### src/hw/rtl/epcal_pkg.sv
`timescale 1ns / 1ps
// ----------------------------------------------------------------------------
// Epoch calendar package
// Shared constants, types and calendar tables for the epoch seconds to
// calendar converter and its divider.
// ----------------------------------------------------------------------------
package epcal_pkg;

    localparam int SECONDS_WIDTH_DEF = 40;

    // Quotient bits resolved by the divider in each cycle.
    localparam int DIV_DIGITS = 4;
    // Wide enough for the step count of a 56-bit dividend.
    localparam int DIV_STEP_W = 4;
    localparam int DVSR_W     = 17;

    localparam int HOUR_REM_W = 12;
    localparam int YDAY_W     = 9;
    localparam int MDAY_W     = 10;

    localparam logic [DVSR_W-1:0] DVSR_DAY   = 17'd86400;
    localparam logic [DVSR_W-1:0] DVSR_HOUR  = 17'd3600;
    localparam logic [DVSR_W-1:0] DVSR_MIN   = 17'd60;
    localparam logic [DVSR_W-1:0] DVSR_WEEK  = 17'd7;
    localparam logic [DVSR_W-1:0] DVSR_QUAD  = 17'd1461;
    localparam logic [DVSR_W-1:0] DVSR_CENT  = 17'd100;
    localparam logic [DVSR_W-1:0] DVSR_QCENT = 17'd400;
    localparam logic [DVSR_W-1:0] DVSR_MONTH = 17'd30;

    localparam int EPOCH_WDAY    = 4;
    localparam int YEAR_OFFSET   = 70;
    localparam int CENT_OFFSET   = 69;
    localparam int QCENT_OFFSET  = 369;
    localparam int DAYS_PER_YEAR = 365;

    localparam logic [6:0] CENT_REM_LAST  = 7'd99;
    localparam logic [8:0] QCENT_REM_LAST = 9'd399;

    typedef logic [3:0] t_month;

    localparam t_month MONTH_JAN  = 4'd0;
    localparam t_month MONTH_FEB  = 4'd1;
    localparam t_month MONTH_LAST = 4'd11;

    typedef enum logic [3:0] {
        S_IDLE,
        S_DAYS,
        S_HOUR,
        S_MIN,
        S_WDAY,
        S_YEST,
        S_YLOOP,
        S_Y100,
        S_Y400,
        S_YSUM,
        S_YCMP,
        S_MEST,
        S_MFIX,
        S_DONE
    } t_state;

    typedef struct packed {
        logic                  start;
        logic [DIV_STEP_W-1:0] steps;
    } t_div_cmd;

    // Days before the first of the month.
    function automatic logic [8:0] f_cum_days(input logic leap, input t_month m);
        logic [8:0] base;
        unique case (m)
            4'd0:    base = 9'd0;
            4'd1:    base = 9'd31;
            4'd2:    base = 9'd59;
            4'd3:    base = 9'd90;
            4'd4:    base = 9'd120;
            4'd5:    base = 9'd151;
            4'd6:    base = 9'd181;
            4'd7:    base = 9'd212;
            4'd8:    base = 9'd243;
            4'd9:    base = 9'd273;
            4'd10:   base = 9'd304;
            4'd11:   base = 9'd334;
            default: base = 9'd0;
        endcase
        if (leap && (m > MONTH_FEB) && (m <= MONTH_LAST)) begin
            base = base + 9'd1;
        end
        return base;
    endfunction

    function automatic logic [4:0] f_month_len(input logic leap, input t_month m);
        logic [4:0] len;
        unique case (m)
            4'd1:                         len = 5'd28;
            4'd3, 4'd5, 4'd8, 4'd10:      len = 5'd30;
            default:                      len = 5'd31;
        endcase
        if (leap && (m == MONTH_FEB)) begin
            len = 5'd29;
        end
        return len;
    endfunction

endpackage

### src/hw/rtl/epcal_div.sv
`timescale 1ns / 1ps
// ----------------------------------------------------------------------------
// Epoch calendar divider
// Shared restoring divider, several quotient bits per cycle, for a dividend
// loaded left-aligned so that only its significant digits are worked through.
// ----------------------------------------------------------------------------
module epcal_div #(
    parameter int DIVIDEND_W = 40
) (
    input  logic                         i_clk,
    input  logic                         i_rst_n,
    input  epcal_pkg::t_div_cmd          i_cmd,
    input  logic [DIVIDEND_W-1:0]        i_dividend,
    input  logic [epcal_pkg::DVSR_W-1:0] i_divisor,
    output logic                         o_done,
    output logic [DIVIDEND_W-1:0]        o_quotient,
    output logic [epcal_pkg::DVSR_W-1:0] o_remainder
);
    import epcal_pkg::*;

    logic                  r_busy;
    logic                  r_done;
    logic [DIV_STEP_W-1:0] r_cnt;
    logic [DIVIDEND_W-1:0] r_quo;
    logic [DIVIDEND_W-1:0] n_quo;
    logic [DVSR_W-1:0]     r_rem;
    logic [DVSR_W-1:0]     n_rem;
    logic [DVSR_W-1:0]     r_dvsr;
    logic [DVSR_W:0]       trial;

    always_comb begin
        n_quo = r_quo;
        n_rem = r_rem;
        trial = '0;
        for (int k = 0; k < DIV_DIGITS; k++) begin
            trial = {n_rem, n_quo[DIVIDEND_W-1]};
            n_quo = {n_quo[DIVIDEND_W-2:0], 1'b0};
            if (trial >= {1'b0, r_dvsr}) begin
                trial    = trial - {1'b0, r_dvsr};
                n_quo[0] = 1'b1;
            end
            n_rem = trial[DVSR_W-1:0];
        end
    end

    always_ff @(posedge i_clk) begin
        if (!i_rst_n) begin
            r_busy <= 1'b0;
            r_done <= 1'b0;
            r_cnt  <= '0;
        end else begin
            r_done <= 1'b0;
            if (i_cmd.start) begin
                r_busy <= 1'b1;
                r_cnt  <= i_cmd.steps;
            end else if (r_busy) begin
                r_cnt <= r_cnt - DIV_STEP_W'(1);
                if (r_cnt == DIV_STEP_W'(1)) begin
                    r_busy <= 1'b0;
                    r_done <= 1'b1;
                end
            end
        end
    end

    always_ff @(posedge i_clk) begin
        if (i_cmd.start) begin
            r_quo  <= i_dividend;
            r_rem  <= '0;
            r_dvsr <= i_divisor;
        end else if (r_busy) begin
            r_quo <= n_quo;
            r_rem <= n_rem;
        end
    end

    assign o_done      = r_done;
    assign o_quotient  = r_quo;
    assign o_remainder = r_rem;

endmodule

### src/hw/rtl/epoch_seconds_to_calendar_core.sv
`timescale 1ns / 1ps
// ----------------------------------------------------------------------------
// Epoch seconds to calendar converter
// Breaks a count of seconds since 1970-01-01 UTC into Gregorian date and time.
// ----------------------------------------------------------------------------
// Usage:
// A request enters on i_valid / i_seconds and is taken when o_stall is low;
// o_stall stays high from then until the converted date has been placed in
// the output register. The result leaves on o_valid and the o_* fields and is
// taken at an edge where i_stall is low. While i_stall holds a result, its
// fields do not change, and a new request is still taken and worked on; it
// waits at the end only if the earlier result has not yet left.
// All divisions run through one shared divider that resolves four quotient
// bits a cycle; the time a request takes is the sum of its runs and of the
// states between them. At the default width the year estimate is at most
// one low and each correction repeats the century divisions and the year
// sum; the month estimate is at most one off and is put right in S_MFIX.
// The next request can be taken in the cycle after a result is loaded, so
// requests are worked on one at a time. Reset returns the sequencer to
// idle and empties the output register; nothing else needs clearing.
// ----------------------------------------------------------------------------
module epoch_seconds_to_calendar_core #(
    parameter int SECONDS_WIDTH = epcal_pkg::SECONDS_WIDTH_DEF
) (
    input  logic                     i_clk,
    input  logic                     i_rst_n,
    input  logic                     i_valid,
    output logic                     o_stall,
    input  logic [SECONDS_WIDTH-1:0] i_seconds,
    output logic                     o_valid,
    input  logic                     i_stall,
    output logic [5:0]               o_second,
    output logic [5:0]               o_minute,
    output logic [4:0]               o_hour,
    output logic [2:0]               o_weekday,
    output logic [15:0]              o_year_since_1900,
    output logic [8:0]               o_day_of_year,
    output logic [3:0]               o_month,
    output logic [4:0]               o_day_of_month
);
    import epcal_pkg::*;

    localparam int DW     = ((SECONDS_WIDTH + DIV_DIGITS - 1) / DIV_DIGITS) * DIV_DIGITS;
    localparam int DAYS_W = SECONDS_WIDTH - 16;
    localparam int Y_W    = SECONDS_WIDTH - 24;
    localparam int YL_W   = Y_W + 1;
    localparam int YS_W   = ((Y_W > 9) ? Y_W : 9) + 1;
    localparam int YST_W  = DAYS_W + 1;
    localparam int YD_W   = DAYS_W + 2;
    localparam int YO_W   = (Y_W + 1 > 16) ? Y_W + 1 : 16;

    localparam int ST_DAY  = (SECONDS_WIDTH + DIV_DIGITS - 1) / DIV_DIGITS;
    localparam int ST_HOUR = (DVSR_W + DIV_DIGITS - 1) / DIV_DIGITS;
    localparam int ST_MIN  = (HOUR_REM_W + DIV_DIGITS - 1) / DIV_DIGITS;
    localparam int ST_WDAY = (DAYS_W + 1 + DIV_DIGITS - 1) / DIV_DIGITS;
    localparam int ST_QUAD = (DAYS_W + 2 + DIV_DIGITS - 1) / DIV_DIGITS;
    localparam int ST_CENT = (YS_W + DIV_DIGITS - 1) / DIV_DIGITS;
    localparam int ST_MON  = (YDAY_W + DIV_DIGITS - 1) / DIV_DIGITS;

    localparam int SH_DAY  = DW - ST_DAY * DIV_DIGITS;
    localparam int SH_HOUR = DW - ST_HOUR * DIV_DIGITS;
    localparam int SH_MIN  = DW - ST_MIN * DIV_DIGITS;
    localparam int SH_WDAY = DW - ST_WDAY * DIV_DIGITS;
    localparam int SH_QUAD = DW - ST_QUAD * DIV_DIGITS;
    localparam int SH_CENT = DW - ST_CENT * DIV_DIGITS;
    localparam int SH_MON  = DW - ST_MON * DIV_DIGITS;

    t_state r_state;
    t_state n_state;

    t_div_cmd          div_cmd;
    logic [DW-1:0]     div_dividend;
    logic [DVSR_W-1:0] div_divisor;
    logic              div_done;
    logic [DW-1:0]     div_quo;
    logic [DVSR_W-1:0] div_rem;

    logic [5:0]        r_sec;
    logic [5:0]        r_min;
    logic [4:0]        r_hour;
    logic [2:0]        r_wday;
    logic [DAYS_W-1:0] r_days;
    logic [Y_W-1:0]    r_y;
    logic [Y_W-1:0]    r_q100;
    logic [Y_W-1:0]    r_q400;
    logic [6:0]        r_r100;
    logic [8:0]        r_r400;
    logic [YST_W-1:0]  r_ystart;
    logic              r_leap;
    logic [8:0]        r_yday;
    t_month            r_mon;
    logic [4:0]        r_mday;

    logic              r_out_valid;
    logic [5:0]        r_out_second;
    logic [5:0]        r_out_minute;
    logic [4:0]        r_out_hour;
    logic [2:0]        r_out_weekday;
    logic [15:0]       r_out_year;
    logic [8:0]        r_out_yday;
    logic [3:0]        r_out_month;
    logic [4:0]        r_out_mday;

    logic              in_accept;
    logic              out_load;
    logic [YL_W-1:0]   leaps;
    logic [1:0]        year_low;
    logic              year_leap;
    logic [YD_W-1:0]   yday;
    logic              yday_neg;
    logic              yday_over;
    logic [MDAY_W-1:0] mday;
    logic              mday_low;
    logic              mday_high;
    logic              mon_dec;
    logic              mon_inc;
    logic [3:0]        mon_est;
    logic [YO_W-1:0]   year_out;

    epcal_div #(
        .DIVIDEND_W (DW)
    ) u_div (
        .i_clk       (i_clk),
        .i_rst_n     (i_rst_n),
        .i_cmd       (div_cmd),
        .i_dividend  (div_dividend),
        .i_divisor   (div_divisor),
        .o_done      (div_done),
        .o_quotient  (div_quo),
        .o_remainder (div_rem)
    );

    assign o_stall   = (r_state != S_IDLE);
    assign in_accept = i_valid && !o_stall;
    assign out_load  = (r_state == S_DONE) && (!r_out_valid || !i_stall);

    // Leap days before the candidate year, and whether the year itself is leap.
    // The remainders of the century divisions tell when the calendar year is
    // a multiple of 100 or 400.
    assign leaps     = ((YL_W'(r_y) + YL_W'(1)) >> 2) - YL_W'(r_q100) + YL_W'(r_q400);
    assign year_low  = r_y[1:0] + 2'd2;
    assign year_leap = (year_low == 2'd0) &&
                       ((r_r100 != CENT_REM_LAST) || (r_r400 == QCENT_REM_LAST));

    assign yday      = YD_W'(r_days) - YD_W'(r_ystart);
    assign yday_neg  = yday[YD_W-1];
    assign yday_over = !yday_neg &&
                       (yday >= (YD_W'(DAYS_PER_YEAR) + YD_W'(r_leap)));

    assign mday      = MDAY_W'(r_yday) + MDAY_W'(1) - MDAY_W'(f_cum_days(r_leap, r_mon));
    assign mday_low  = mday[MDAY_W-1] || (mday == '0);
    assign mday_high = !mday[MDAY_W-1] &&
                       (mday > MDAY_W'(f_month_len(r_leap, r_mon)));
    assign mon_dec   = mday_low && (r_mon != MONTH_JAN);
    assign mon_inc   = !mon_dec && mday_high && (r_mon != MONTH_LAST);

    assign mon_est   = (div_quo[3:0] > MONTH_LAST) ? MONTH_LAST : div_quo[3:0];
    assign year_out  = YO_W'(r_y) + YO_W'(YEAR_OFFSET);

    always_ff @(posedge i_clk) begin
        if (!i_rst_n) begin
            r_state <= S_IDLE;
        end else begin
            r_state <= n_state;
        end
    end

    always_comb begin
        n_state      = r_state;
        div_cmd      = '0;
        div_dividend = '0;
        div_divisor  = '0;
        unique case (r_state)
            S_IDLE: begin
                if (in_accept) begin
                    div_cmd      = '{start: 1'b1, steps: DIV_STEP_W'(ST_DAY)};
                    div_dividend = DW'(i_seconds) << SH_DAY;
                    div_divisor  = DVSR_DAY;
                    n_state      = S_DAYS;
                end
            end
            S_DAYS: begin
                if (div_done) begin
                    div_cmd      = '{start: 1'b1, steps: DIV_STEP_W'(ST_HOUR)};
                    div_dividend = DW'(div_rem) << SH_HOUR;
                    div_divisor  = DVSR_HOUR;
                    n_state      = S_HOUR;
                end
            end
            S_HOUR: begin
                if (div_done) begin
                    div_cmd      = '{start: 1'b1, steps: DIV_STEP_W'(ST_MIN)};
                    div_dividend = DW'(div_rem[HOUR_REM_W-1:0]) << SH_MIN;
                    div_divisor  = DVSR_MIN;
                    n_state      = S_MIN;
                end
            end
            S_MIN: begin
                if (div_done) begin
                    div_cmd      = '{start: 1'b1, steps: DIV_STEP_W'(ST_WDAY)};
                    div_dividend = (DW'(r_days) + DW'(EPOCH_WDAY)) << SH_WDAY;
                    div_divisor  = DVSR_WEEK;
                    n_state      = S_WDAY;
                end
            end
            S_WDAY: begin
                if (div_done) begin
                    div_cmd      = '{start: 1'b1, steps: DIV_STEP_W'(ST_QUAD)};
                    div_dividend = (DW'(r_days) << 2) << SH_QUAD;
                    div_divisor  = DVSR_QUAD;
                    n_state      = S_YEST;
                end
            end
            S_YEST: begin
                if (div_done) begin
                    n_state = S_YLOOP;
                end
            end
            S_YLOOP: begin
                div_cmd      = '{start: 1'b1, steps: DIV_STEP_W'(ST_CENT)};
                div_dividend = (DW'(r_y) + DW'(CENT_OFFSET)) << SH_CENT;
                div_divisor  = DVSR_CENT;
                n_state      = S_Y100;
            end
            S_Y100: begin
                if (div_done) begin
                    div_cmd      = '{start: 1'b1, steps: DIV_STEP_W'(ST_CENT)};
                    div_dividend = (DW'(r_y) + DW'(QCENT_OFFSET)) << SH_CENT;
                    div_divisor  = DVSR_QCENT;
                    n_state      = S_Y400;
                end
            end
            S_Y400: begin
                if (div_done) begin
                    n_state = S_YSUM;
                end
            end
            S_YSUM: begin
                n_state = S_YCMP;
            end
            S_YCMP: begin
                if (yday_neg || yday_over) begin
                    n_state = S_YLOOP;
                end else begin
                    div_cmd      = '{start: 1'b1, steps: DIV_STEP_W'(ST_MON)};
                    div_dividend = DW'(yday[YDAY_W-1:0]) << SH_MON;
                    div_divisor  = DVSR_MONTH;
                    n_state      = S_MEST;
                end
            end
            S_MEST: begin
                if (div_done) begin
                    n_state = S_MFIX;
                end
            end
            S_MFIX: begin
                if (!mon_dec && !mon_inc) begin
                    n_state = S_DONE;
                end
            end
            S_DONE: begin
                if (out_load) begin
                    n_state = S_IDLE;
                end
            end
            default: begin
                n_state = S_IDLE;
            end
        endcase
    end

    // Working registers, captured as each divider run completes and in the year and month correction states.
    always_ff @(posedge i_clk) begin
        unique case (r_state)
            S_DAYS: begin
                if (div_done) begin
                    r_days <= div_quo[DAYS_W-1:0];
                end
            end
            S_HOUR: begin
                if (div_done) begin
                    r_hour <= div_quo[4:0];
                end
            end
            S_MIN: begin
                if (div_done) begin
                    r_min <= div_quo[5:0];
                    r_sec <= div_rem[5:0];
                end
            end
            S_WDAY: begin
                if (div_done) begin
                    r_wday <= div_rem[2:0];
                end
            end
            S_YEST: begin
                if (div_done) begin
                    r_y <= div_quo[Y_W-1:0];
                end
            end
            S_Y100: begin
                if (div_done) begin
                    r_q100 <= div_quo[Y_W-1:0];
                    r_r100 <= div_rem[6:0];
                end
            end
            S_Y400: begin
                if (div_done) begin
                    r_q400 <= div_quo[Y_W-1:0];
                    r_r400 <= div_rem[8:0];
                end
            end
            S_YSUM: begin
                r_ystart <= YST_W'(r_y) * YST_W'(DAYS_PER_YEAR) + YST_W'(leaps);
                r_leap   <= year_leap;
            end
            S_YCMP: begin
                if (yday_neg) begin
                    r_y <= r_y - Y_W'(1);
                end else if (yday_over) begin
                    r_y <= r_y + Y_W'(1);
                end else begin
                    r_yday <= yday[YDAY_W-1:0];
                end
            end
            S_MEST: begin
                if (div_done) begin
                    r_mon <= mon_est;
                end
            end
            S_MFIX: begin
                if (mon_dec) begin
                    r_mon <= r_mon - 4'd1;
                end else if (mon_inc) begin
                    r_mon <= r_mon + 4'd1;
                end else begin
                    r_mday <= mday[4:0];
                end
            end
            default: begin
            end
        endcase
    end

    always_ff @(posedge i_clk) begin
        if (!i_rst_n) begin
            r_out_valid <= 1'b0;
        end else if (out_load) begin
            r_out_valid <= 1'b1;
        end else if (!i_stall) begin
            r_out_valid <= 1'b0;
        end
    end

    always_ff @(posedge i_clk) begin
        if (out_load) begin
            r_out_second  <= r_sec;
            r_out_minute  <= r_min;
            r_out_hour    <= r_hour;
            r_out_weekday <= r_wday;
            r_out_year    <= year_out[15:0];
            r_out_yday    <= r_yday;
            r_out_month   <= r_mon;
            r_out_mday    <= r_mday;
        end
    end

    assign o_valid           = r_out_valid;
    assign o_second          = r_out_second;
    assign o_minute          = r_out_minute;
    assign o_hour            = r_out_hour;
    assign o_weekday         = r_out_weekday;
    assign o_year_since_1900 = r_out_year;
    assign o_day_of_year     = r_out_yday;
    assign o_month           = r_out_month;
    assign o_day_of_month    = r_out_mday;

endmodule
### config.mk
export PLATFORM = sky130hd
export DESIGN_NAME = epoch_seconds_to_calendar_core
export DESIGN_NICKNAME = d
export VERILOG_FILES = /design/src/hw/rtl/epcal_pkg.sv /design/src/hw/rtl/epcal_div.sv /design/src/hw/rtl/epoch_seconds_to_calendar_core.sv
export SDC_FILE = /design/constraint.sdc
export NUM_CORES = 1
export LEC_CHECK = 0
export ABC_AREA = 1
export BUFFER_PORTS_ARGS = -buffer_cell sky130_fd_sc_hd__buf_2
export CORE_MARGIN = 2
export CORE_UTILIZATION = 30
export CTS_CLUSTER_DIAMETER = 200
export DETAILED_ROUTE_END_ITERATION = 8
export PLACE_DENSITY_LB_ADDON = 0.15
export SYNTH_ARGS = -nofsm -noshare
export SYNTH_HDL_FRONTEND = slang
export SYNTH_SLANG_ARGS = --single-unit
### constraint.sdc
create_clock -name i_clk -period 24.9 [get_ports i_clk]
set_clock_uncertainty 0.1 [all_clocks]
set_input_delay 2.49 -clock i_clk [delete_from_list [all_inputs] [get_ports i_clk]]
set_output_delay 2.49 -clock i_clk [all_outputs]
set_load 0.01 [all_outputs]
==> metrics, run 1 <==
Die Span Y ~280 um; Die X 282 um; nets around 3.2k; Worst Setup End Kind register; hold path depth 0; CP Data Required Time around 25000 ps; largest family of logic cells by synthesized area adder cells; GRT overflow 0; most frequent cells in the layout 537 x nand2_1, 451 x inv_1, 257 x edfxtp_1; clock sinks 294; Final TNS setup 0 ps; hold buffer count at cts 0; Post CTS Setup Buffer Count 0; Fillers 7920; Synth Area in Adders approximately a fifth; Yosys reg bits 294; R2R Setup Slk ~14000 ps; post-synthesis average cell area 8.62 um2; final count of negative-setup-slack endpoints 0; Synth Area in XOR/XNOR 6.19%; routed len/inst 19.9 um; Max Clock Freq between 80 and 90 MHz; Post-synth EDFFs 257; initial antenna violation count 6; RR Startpoint u_div.r_dvsr[1]; ys flop type edfxtp_1; first-pass GRT wire length 116000 um; Vias 18.9k; final wirelength 77000 um; Reg-to-Reg End u_div.o_quotient[0]; worst-path maximum fanout 21; CTS clock-pin slew for the worst setup and hold paths 60 ps; HP Class reg -> reg; sequential area share after synthesis 36.5%; syn nets between 3k and 4k; crit start category register; Vias per Instance 4.89; Setup CP Type reg -> reg; commonest non-fill, non-tap cell in the layout nand2_1; Post-Synthesis Cell Area between 20000 and 25000 um2; largest net degree at the start of global routing 44; DRC 0; Critical Path Slowest Stage Cell o31ai_1; I/O Buffers 99; CTS tree yes; Hold Vio Cnt, Final 0; crit path DAT 11400 ps; vias in the first global route between 15k and 20k; Slew @ Worst Pin 889 ps; clock root cell clkbuf_16; CP peak stage delay roughly 480 ps; Post-Place Cells 3800; fraction of registers with async set/reset 0%; synth warn 0; Final min period 11170 ps; Top cell by count, worst path nand2_1; RD Place Congestion between 0.9 and 1; core area 76200 um2; Post-Syn Instances 2691; Clock Path Buffers 3; layout cell share with drive strength beyond 1 8.62%; worst-skew pair later-pin latency between 500 and 600 ps; Worst Hold Path EP o_day_of_month[2]; Initial Utilization 30.4%; Finished Layout Cells 3873; site row count approximately 100; Worst Reg-to-Reg Cells 59; CTS HTree Levels 2; Hold Path Origin r_mday[2]; All-Layer GR Usage between 10% and 20%; Max Transition Viols Final 0; max_cap viols 0; post-synth cell types slightly below 60; PostCTS Resize Cnt 0; post-synthesis simple-gate area fraction between 10% and 20%; run status completed; mux cell area share after synthesis 0%; post-DP HPWL 62100 um; Compound-Gate Fraction of Synth Area 11.6%; Relative slew margins between 40% and 50%; DR pass1 iterations 6; die area between 70000 and 80000 um2; CTS buffer count 39; unrepaired setup endpoints after global routing false; area grow syn2layout 13.6%; Top Ports 100; ANT nets after route 0; Tcrit/Tclk final about 45%; drt initial violations 1647
-- worst max path at each step --
stage | start | to
final | u_div.r_dvsr[1] | u_div.o_quotient[0]
after global routing | u_div.r_dvsr[1] | u_div.o_quotient[0]
after CTS | u_div.r_dvsr[1] | u_div.o_quotient[0]
after detailed placement | u_div.r_dvsr[1] | u_div.o_quotient[0]
after global placement | u_div.r_dvsr[1] | u_div.o_quotient[0]
after floorplan | u_div.r_dvsr[14] | u_div.o_quotient[0]
-- kinds of logic (layout without fill, tap and decap cells) --
group / count (synthesis) / in the layout
AO/OA/AOI/OAI: 456 / 456
XOR/XNOR: 164 / 164
adder cells (fa/ha/maj): 311 / 311
buffers and inverters: 501 / 651
flip-flops: 294 / 294
other: 0 / 2
AND/OR/NAND/NOR: 965 / 965
-- area by class of cell --
type	count	area, um2	area share [%]
Multi-Input combinational cell	1896	12900	48.8
Sequential cell	294	8460	32.1
Inverter	464	1740	6.61
Tap cell	1030	1290	4.89
Clock buffer	48	1080	4.11
Timing Repair Buffer	116	623	2.36
Clock inverter	23	292	1.11
Antenna cell	2	5.00	0.0190
-- flip-flops by register name, indices dropped and copies added (netlist names), 11 cells and up, named ones only --
register           flops
r_ystart              25
r_days                24
r_y                   16
o_year_since_1900     16
u_div.o_quotient      40
r_q100                16
r_q400                16
u_div.o_remainder     17
u_div.r_dvsr          11
-- metal layers --
metal	up-vias	GRT usage (%)	part of all wire (%)
li1	9227	-	-
met1	9143	28.5	49
met2	480	30.8	44
met3	84	2.06	5.2
met4	4	4.31	2.0
met5	-	0	0.027
-- critical path: cells and delay by family (launching register included) --
| kind | cells | cell delay (ps) |
|---|---|---|
| AO/OA/AOI/OAI | 12 | 2510 |
| adder cells (fa/ha/maj) | 4 | 1580 |
| buffers and inverters | 8 | 1320 |
| flip-flops | 1 | 450 |
| AND/OR/NAND/NOR | 35 | 4920 |
-- Yosys cell counts (all sizes together), types with 3 or more instances --
| cell type | count | share of area (%) |
|---|---|---|
| nand4 | 24 | 0.65 |
| o21bai | 23 | 0.74 |
| nand2 | 555 | 9.3 |
| or2 | 6 | 0.16 |
| a21o | 7 | 0.23 |
| a22o | 5 | 0.19 |
| clkinv | 4 | 0.065 |
| o21a | 4 | 0.13 |
| o211ai | 19 | 0.61 |
| nand3b | 8 | 0.28 |
| a21oi | 177 | 3.9 |
| o221ai | 3 | 0.11 |
| xor2 | 128 | 4.8 |
| o31ai | 7 | 0.23 |
| a211oi | 9 | 0.29 |
| o22ai | 7 | 0.19 |
| a31oi | 8 | 0.22 |
| buf | 10 | 0.36 |
| dfxtp | 37 | 3.2 |
| inv | 460 | 7.4 |
| a32oi | 3 | 0.11 |
| a2111oi | 6 | 0.23 |
| o21ai | 140 | 3.1 |
| xnor2 | 36 | 1.4 |
| o311ai | 5 | 0.19 |
| fa | 87 | 7.5 |
| a22oi | 10 | 0.32 |
| nor4 | 11 | 0.30 |
| edfxtp | 257 | 33 |
| nand3 | 133 | 3.0 |
| clkbuf | 27 | 0.44 |
| ha | 224 | 12 |
| nor3 | 34 | 0.83 |
| nor2 | 192 | 3.3 |
| a21boi | 4 | 0.13 |
| o2111ai | 9 | 0.34 |
| a221oi | 5 | 0.19 |
-- stage by stage --
| step | util (%) | worst slack (ps) | hold slack [ps] | cell area [um2] |
|---|---|---|---|---|
| floorplan | - | 16010 | 300 | 23200 |
| global placement | 32.8 | 14000 | 305 | 25000 |
| detailed placement | 32.8 | 13790 | 305 | 25000 |
| CTS | 34.6 | 13740 | 317 | 26400 |
| global route | 34.6 | 12510 | 324 | 26400 |
| finish | 34.6 | 13730 | 315 | 26400 |
Power of run 1 is left out: the tool's default activity adds up to more than one toggle a clock period on the data nets, which glitch-free logic cannot reach.
==> inputs of run 2 (changes only) <==
- clock period: 24.9 -> 9.6 ns (I/O delays scaled with it)
==> metrics, run 2 (synthesis gave the netlist of run 1 again) <==
DR pass1 iterations 5; final count of negative-setup-slack endpoints 0; worst-skew pair later-pin latency 570 ps; Worst Hold Path EP o_day_of_month[2]; vias in the first global route 18.8k; clock root cell clkbuf_16; CTS buffer count 38; Die Span Y 282 um; run status completed; max FFs per register 40; crit path from u_div.r_dvsr[14]; clock sinks around 290; hold_ws approximately 320 ps; max_cap viols 0; Max Clock Freq 113 MHz; layout cell share with drive strength beyond 1 roughly a tenth; post-DP HPWL 63500 um; DRC 0; Area after DPL 25200 um2; Critical Path Slowest Stage Cell fa_1; Top cell by count, worst path nand2_1; All-Layer GR Usage 19.9%; Final TNS setup 0 ps; I/O Buffers between 90 and 100; Vias 19.2k; most frequent cells in the layout 536 x nand2_1, 448 x inv_1, 257 x edfxtp_1; R2R Setup Slk 710 ps; GRT overflow 0; crit start category register; Hold Vio Cnt, Final 0; CTS tree yes; CTS HTree Levels 2; hold path depth 0; initial antenna violation count 6; hold buffer count at cts 0; die area ~80000 um2; Worst Reg-to-Reg Cells 60; commonest non-fill, non-tap cell in the layout nand2_1; Final min period 8890 ps; Reg-to-Reg End u_div.o_quotient[0]; area grow syn2layout 14.5%; CTS clock-pin slew for the worst setup and hold paths 70 ps; worst-path maximum fanout 18; site row count 101; Initial Utilization between 30% and 40%; Relative slew margins 38.9%; first-pass GRT wire length 117000 um; Setup CP Type reg -> reg; Tcrit/Tclk final 92.6%; Clock Path Buffers 3; ANT nets after route 0; core area 76200 um2; largest net degree at the start of global routing 55; final wirelength 79200 um; Vias per Instance 4.92; CP Data Required Time ~9800 ps; RR Startpoint u_div.r_dvsr[14]; Slew @ Worst Pin 908 ps; Die X 282 um; Design Area, Final 26600 um2; drt initial violations 1448; HP Class reg -> reg; CP peak stage delay 450 ps; routed len/inst 20.3 um; RD Place Congestion 0.925; crit path DAT between 9000 and 10000 ps; Hold Path Origin r_mday[2]; Top Ports 100; Worst Setup End Kind register; Max Transition Viols Final 0; nets 3202
## run 2: how the worst max path moves through the flow
| stage | end | slack, ps |
|---|---|---|
| 4_1_cts | u_div.o_quotient[0] | 130 |
| 6_report | u_div.o_quotient[0] | 710 |
| 3_5_place_dp | u_div.o_quotient[0] | 210 |
| 2_1_floorplan | u_div.o_quotient[0] | 710 |
| 3_3_place_gp | u_div.o_quotient[0] | 290 |
| 5_1_grt | u_div.o_quotient[0] | -70 |
## run 2: through the flow
stage               worst slack (ps)  util [%]  cells
floorplan                        714         -   2691
global placement                 290      33.1   3827
detailed placement               206      33.1   3827
CTS                              127      34.6   3897
global route                   -70.6      34.9   3907
finish                           711      34.9   3908
## run 2: layer usage
layer  share of wire [%]  global-route usage [%]
met5               0.016                       0
met4                 2.6                    5.70
met3                 6.7                    2.96
met2                  44                    31.0
met1                  47                    28.5
## run 2: worst max-delay path: cells and delay by family, from the launching register on
kind                     cells  cell delay (ps)
AND/OR/NAND/NOR             36             4060
AO/OA/AOI/OAI               12             1830
adder cells (fa/ha/maj)      4             1530
buffers and inverters        8              730
flip-flops                   1              380
## run 2: area by class of cell
cell class	instances	area, um2
multi-input cells	1896	13000
clock inverters	23	183
inverters	464	1750
repair buffers	153	901
diodes	1	2.50
clock buffers	47	1010
well taps	1030	1290
flip-flops and latches	294	8460
fillers	7946	49600
## run 2: repair_timing
| action | 4_1_cts | 5_1_grt |
|---|---|---|
| setup endpoints to repair | 0 | 18 |
| setup buffers | 0 | 10 |
| gates resized for setup | 0 | 28 |
Power of run 2 is left out for the same reason.
